[src/rtl/ssc_pkg.sv]
// ============================================================================
// ssc_pkg: shared types and constants for the shadow sphere cull block
// Opcodes, fixed-point field widths and the control word of the shared
// multiply-accumulate unit.
// ============================================================================
package ssc_pkg;

    // Item opcodes.
    localparam logic [1:0] OP_WPLANE = 2'd0;
    localparam logic [1:0] OP_WREACH = 2'd1;
    localparam logic [1:0] OP_TEST   = 2'd2;
    localparam logic [1:0] OP_CLEAR  = 2'd3;

    // Fixed field widths.
    localparam int DIR_W     = 18;
    localparam int RAD_W     = 31;
    localparam int LIM_SHIFT = 16;

    // Operands of squares are cut into chunks of this many bits.
    localparam int CHUNK_W   = 17;

    typedef logic signed [DIR_W-1:0] dir_t;

    // Control word from the sequencer to the multiply-accumulate unit.
    typedef struct packed {
        logic       issue;
        logic       load;
        logic       sub;
        logic [1:0] chunk;
    } mac_ctl_t;

endpackage

[src/rtl/ssc_mac.sv]
// ============================================================================
// ssc_mac: shared multiply-accumulate unit
// One signed multiply per cycle into a product register; the next cycle adds
// or subtracts the product, shifted by its chunk position, into a wide
// accumulator.
// ============================================================================
module ssc_mac #(
    parameter int AW   = 33,
    parameter int ACCW = 73
) (
    input  logic                      aclk,
    input  logic                      aresetn,
    input  ssc_pkg::mac_ctl_t         ctl,
    input  logic signed [AW-1:0]      op_a,
    input  ssc_pkg::dir_t             op_b,
    input  logic signed [ACCW-1:0]    acc_init,
    output logic signed [ACCW-1:0]    acc
);
    import ssc_pkg::*;

    logic signed [AW+DIR_W-1:0] prod_reg;
    logic                       pv_reg;
    logic                       sub_reg;
    logic [1:0]                 sh_reg;
    logic signed [ACCW-1:0]     acc_reg;
    logic signed [ACCW-1:0]     psh;

    // Product stage.
    always_ff @(posedge aclk) begin
        if (!aresetn) begin
            pv_reg <= 1'b0;
        end else begin
            pv_reg <= ctl.issue;
        end
        if (ctl.issue) begin
            prod_reg <= op_a * op_b;
            sub_reg  <= ctl.sub;
            sh_reg   <= ctl.chunk;
        end
    end

    // Place the product at its chunk weight.
    assign psh = ACCW'(prod_reg) <<< (CHUNK_W * int'(sh_reg));

    // Accumulate stage.
    always_ff @(posedge aclk) begin
        if (ctl.load) begin
            acc_reg <= acc_init;
        end else if (pv_reg) begin
            acc_reg <= sub_reg ? acc_reg - psh : acc_reg + psh;
        end
    end

    assign acc = acc_reg;

endmodule

[config.mk]
export PLATFORM = sky130hd
export DESIGN_NAME = ssc_mac
export DESIGN_NICKNAME = d
export VERILOG_FILES = /design/src/rtl/ssc_pkg.sv /design/src/rtl/ssc_mac.sv
export SDC_FILE = /design/constraint.sdc
export NUM_CORES = 2
export LEC_CHECK = 0
export BUFFER_PORTS_ARGS = -buffer_cell sky130_fd_sc_hd__buf_2
export CAP_MARGIN = 20
export CELL_PAD_IN_SITES_DETAIL_PLACEMENT = 1
export CELL_PAD_IN_SITES_GLOBAL_PLACEMENT = 2
export CORE_MARGIN = 1.5
export CORE_UTILIZATION = 43
export CTS_CLUSTER_SIZE = 8
export DETAILED_ROUTE_END_ITERATION = 10
export GPL_TIMING_DRIVEN = 0
export PLACE_DENSITY = 0.93
export SLEW_MARGIN = 20
export SYNTH_ARGS = -nofsm -noshare
export SYNTH_HDL_FRONTEND = slang
export SYNTH_SLANG_ARGS = --single-unit
[constraint.sdc]
create_clock -name aclk -period 11.3 [get_ports aclk]
set_input_delay 2.26 -clock aclk [delete_from_list [all_inputs] [get_ports aclk]]
set_output_delay 2.26 -clock aclk [all_outputs]
set_load 0.005 [all_outputs]
### Yosys cells after proc, flatten, opt, wreduce, memory -nomap -nowiden

Cells that the tools add are included.
Widths: inputs -> output; s select.

* $add $sub $neg: 2
* multiply operators: 2
* shift-type cells: 1
* muxes and demuxes: 3
* reduce and logical (&&, ||, !) cells: 1

Operator list (count)
* $mux 73: 3
* $add 73x73->73: 1
* $sshl 51x7->73: 1
* $sub 73x73->73: 1
* $mul 33x18->51: 1
* $mul 5x2->7 const A: 1
* $reduce_bool 2->1: 1

* flip-flop bits (word level): 128
* bits of input ports: 131
* logic and storage cells: 14

### Depth between registers and ports, before layout

* word-level depth: 6
* mapped depth: 27
* depth with buffers taken out: 25

### Worst setup path after synthesis

OpenSTA, ideal clock, no wires.

* path kind: input to register
* start point: input op_a[27]
* end point: register prod_reg[49] (data pin)
* setup time: 265 ps
* data arrival time: 8109 ps
* data required time: 11035 ps
* setup slack: 2926 ps
* stages: 26
* path buffers: 3
* cell sequence: clkbuf_1 clkbuf_1 nand2_1 fa_1 inv_1 fa_1 inv_1 fa_1 inv_1 fa_1 fa_1 inv_1 fa_1 inv_1 ha_1 clkbuf_1 a21o_1 a21o_1 a21oi_1 o21ai_0 or4_1 o21ai_0 a21oi_1 a21oi_1 o21ai_0 xor2_1

* longest elaborated chain between the ends: 1

Ends and longest elaborated chain
* start, declared: RTL line ssc_mac.sv:14 `input logic signed [AW-1:0] op_a,`
* $mul 33x18->51: RTL line ssc_mac.sv:36 `prod_reg <= op_a * op_b;`
* end signal, assigned: RTL line ssc_mac.sv:36
* end, declared: RTL line ssc_mac.sv:21 `logic signed [AW+DIR_W-1:0] prod_reg;`

No other way between the ends.
A chain may end at the register's enable or synchronous reset.

### Worst setup path in the final report

* start point: input op_b[10]
* end point: register prod_reg[50] (data pin)

* longest elaborated chain between the ends: 1

Ends and longest elaborated chain
* start, declared: RTL line ssc_mac.sv:15 `input ssc_pkg::dir_t op_b,`
* $mul 33x18->51: RTL line ssc_mac.sv:36

No other way between the ends.

==> results.txt <==
----------------------------------------------------
[Synthesis]
  Area of the mapped netlist ... 32400 sq um
  Avg Cell Area, Syn ... 8.71 sq um
  Number of nets in the synthesized netlist ... 4614
  Sequential fraction of the synthesis area ... 0.118
  Number of enable flip-flop cells after synthesis ... 127
  Synth unique cells ... 86
  Post-Synthesis Cells ... 3717
  Async set-or-reset flop fraction in the synthesized netlist ... 0
  Ys flop type ... edfxtp_1
  Number of warning messages in the yosys log ... 0
  Register bit count reported by yosys ... 128

[Timing]
  Slew Limit Fails ... 0
  Setup repair after global routing missed its margin ... false
  Final hold viol count ... 0
  Final setup viols ... 0
  Highest achievable clock rate ... 107 MHz
  Relative max-transition margin ... 0.314
  Pin slew with the least headroom to its limit ... 1.03 ns
  Post-Route Skew ... 0.0151 ns
  Shortest clock period the worst path allows after layout ... 9.32 ns
  Sum of negative setup slack ... 0 ns
  Fin crit share ... 0.825

[Clock network]
  # clock sinks ... 128
  Clock Latency Late Sink ... 0.46 ns
  Buffer levels on the longest clock path ... 2
  Cts repair resizes ... 0
  CTS tree ... yes
  CTS Root Buffer Type ... clkbuf_16
  Clk slew on worst S/H paths ... 0.07 ns
  Number of buffers inserted for hold repair after clock tree synthesis ... 0
  Number of clock buffers inserted by TritonCTS ... 17
  Max H-tree Level ... 4
  Total setup buffers inserted after CTS ... 0

[Global route]
  Global-route wire length before repair ... 176 mm
  Global routing usage summed across all routing layers ... 0.299
  Initial antenna violation count ... 1
  Number of global-route vias before repair ... 29784
  Gr ovfl total ... 0
  Pin count of the biggest net entering global routing ... 56

[Layout]
  Growth of design area from synthesis to finish ... 8.74%
  Diode count ... 0
  Most common cell after layout, fill and taps aside ... inv_1
  Final Net Count ... 4822
  Number of flip-flops in the largest register ... 73
  Ratio of cells with drive above 1 in the final layout ... 0.0714
  Leading cell types in the layout, fill and taps excluded ... inv_1 (664), fa_1 (570), nand2_1 (504)

[Hold path]
  Class of the tightest hold or removal check ... reg2reg

[Outcome]
  Run status ... finished, final reports clean

[Floorplanning]
  Starting density of the core ... 0.435
  Die width ... 277 um
  Area of the die ... 76900 sq um
  Die Y-Extent ... 277 um
  # IOs ... 204
  Core Area ... 74400 sq um
  Number of placement rows ... 100

[Routing]
  DR iter-0 viols ... 1839
  Final routed DRC violation total ... 0
  Post-Route WL ... 114 mm
  Wire per inst ... 23.2 um
  Detailed-route via count ... 27062
  TritonRoute pass-1 iters ... 5
  Via/cell ratio ... 5.51
  Antenna-violating nets left ... 0

[Setup path]
  Critical Setup Path Class ... in2reg
  Worst Path Required ... 11.50 ns
  Worst setup SP type ... input port
  Data arrival time at the worst-slack endpoint ... 9.52 ns
  Critical Path End Type ... register
  Critical Path Fanout Max ... 10

[Place]
  PortBufs ... 188
  Post-detail-place hpwl ... 96.9 mm
  Gpl congestion ... 0.996

[Job]
  Max-cap viol count ... 0

----------------------------------------------------
## final timing paths
path	from	slack (ns)	endpoint	depth (start not counted)
worst max-delay path	op_b[10]	1.98	prod_reg[50]$_DFFE_PP_	24
worst min-delay path	acc[1]$_DFFE_PP_	0.83	acc[1]$_DFFE_PP_	2
worst max register to register	sh_reg[0]$_DFFE_PP_	4.23	acc[70]$_DFFE_PP_	19
worst min register to register	acc[1]$_DFFE_PP_	0.83	acc[1]$_DFFE_PP_	2
## cell type report
cell class | count | area, sq um
inverters | 666 | 2500
clock inverters | 14 | 214
multi-input cells | 2726 | 25200
repair buffers | 189 | 971
flip-flops and latches | 128 | 3830
fillers | 8896 | 39200
well taps | 969 | 1210
plain buffers | 197 | 827
clock buffers | 18 | 429
## logic make-up (layout without fill, tap and decap cells)
logic type                 after synthesis  after routing  synth area share
adders and majority gates              766            766             0.428
and+or+nand+nor                       1136           1136             0.170
AOI/OAI and AO/OA                      596            596             0.115
buffers and inverters                  863           1084             0.103
xor gates and xnor gates               176            176            0.0476
DFF                                    128            128             0.118
muxes                                   52             52            0.0181
## cell usage after synthesis (90+ instances only)
cell type | number | area (sq um)
a21o_1 | 90 | 676
a21oi_1 | 190 | 951
and2_1 | 242 | 1510
clkbuf_1 | 179 | 672
edfxtp_1 | 127 | 3810
fa_1 | 570 | 11400
ha_1 | 196 | 2450
inv_1 | 664 | 2490
nand2_1 | 504 | 1890
nor2_1 | 163 | 612
o21ai_0 | 141 | 706
xnor2_1 | 114 | 998
## critical path: stages
cell      delay [ns]
buf_2           0.32
clkbuf_1        0.70
nand2_1         0.19
fa_1            0.57
inv_1           0.06
fa_1            0.52
inv_1           0.07
fa_1            0.53
inv_1           0.05
fa_1            0.45
fa_1            0.49
inv_1           0.05
fa_1            0.56
inv_1           0.07
ha_1            0.37
and3_1          0.24
and2_1          0.22
o2111a_1        0.18
a21oi_1         0.38
nand3_1         0.18
a221oi_1        0.37
a21oi_1         0.26
a221oi_2        0.31
xnor2_1         0.11
## per-stage QoR
stage	hold slack (ns)	utilization	setup WS, ns	instances	instance area, sq um
global route	0.872	0.473	1.65	4907	35200
global placement	0.792	0.464	1.50	4874	34500
CTS	0.837	0.473	1.94	4907	35200
detailed placement	0.808	0.464	1.46	4875	34600
floorplan	0.791	-	2.93	3717	32400
finish	0.827	0.473	1.98	4907	35200
## layer usage
layer | vias up | global-route usage | share of wire
li1 | 12166 | - | -
met5 | - | 0 | 0.00011
met4 | 2 | 0.131 | 0.048
met2 | 849 | 0.523 | 0.49
met1 | 13837 | 0.374 | 0.41
met3 | 208 | 0.0312 | 0.049
Power is not shown: default switching activity piles up to over one toggle a cycle in this logic, so the estimate is an artifact.
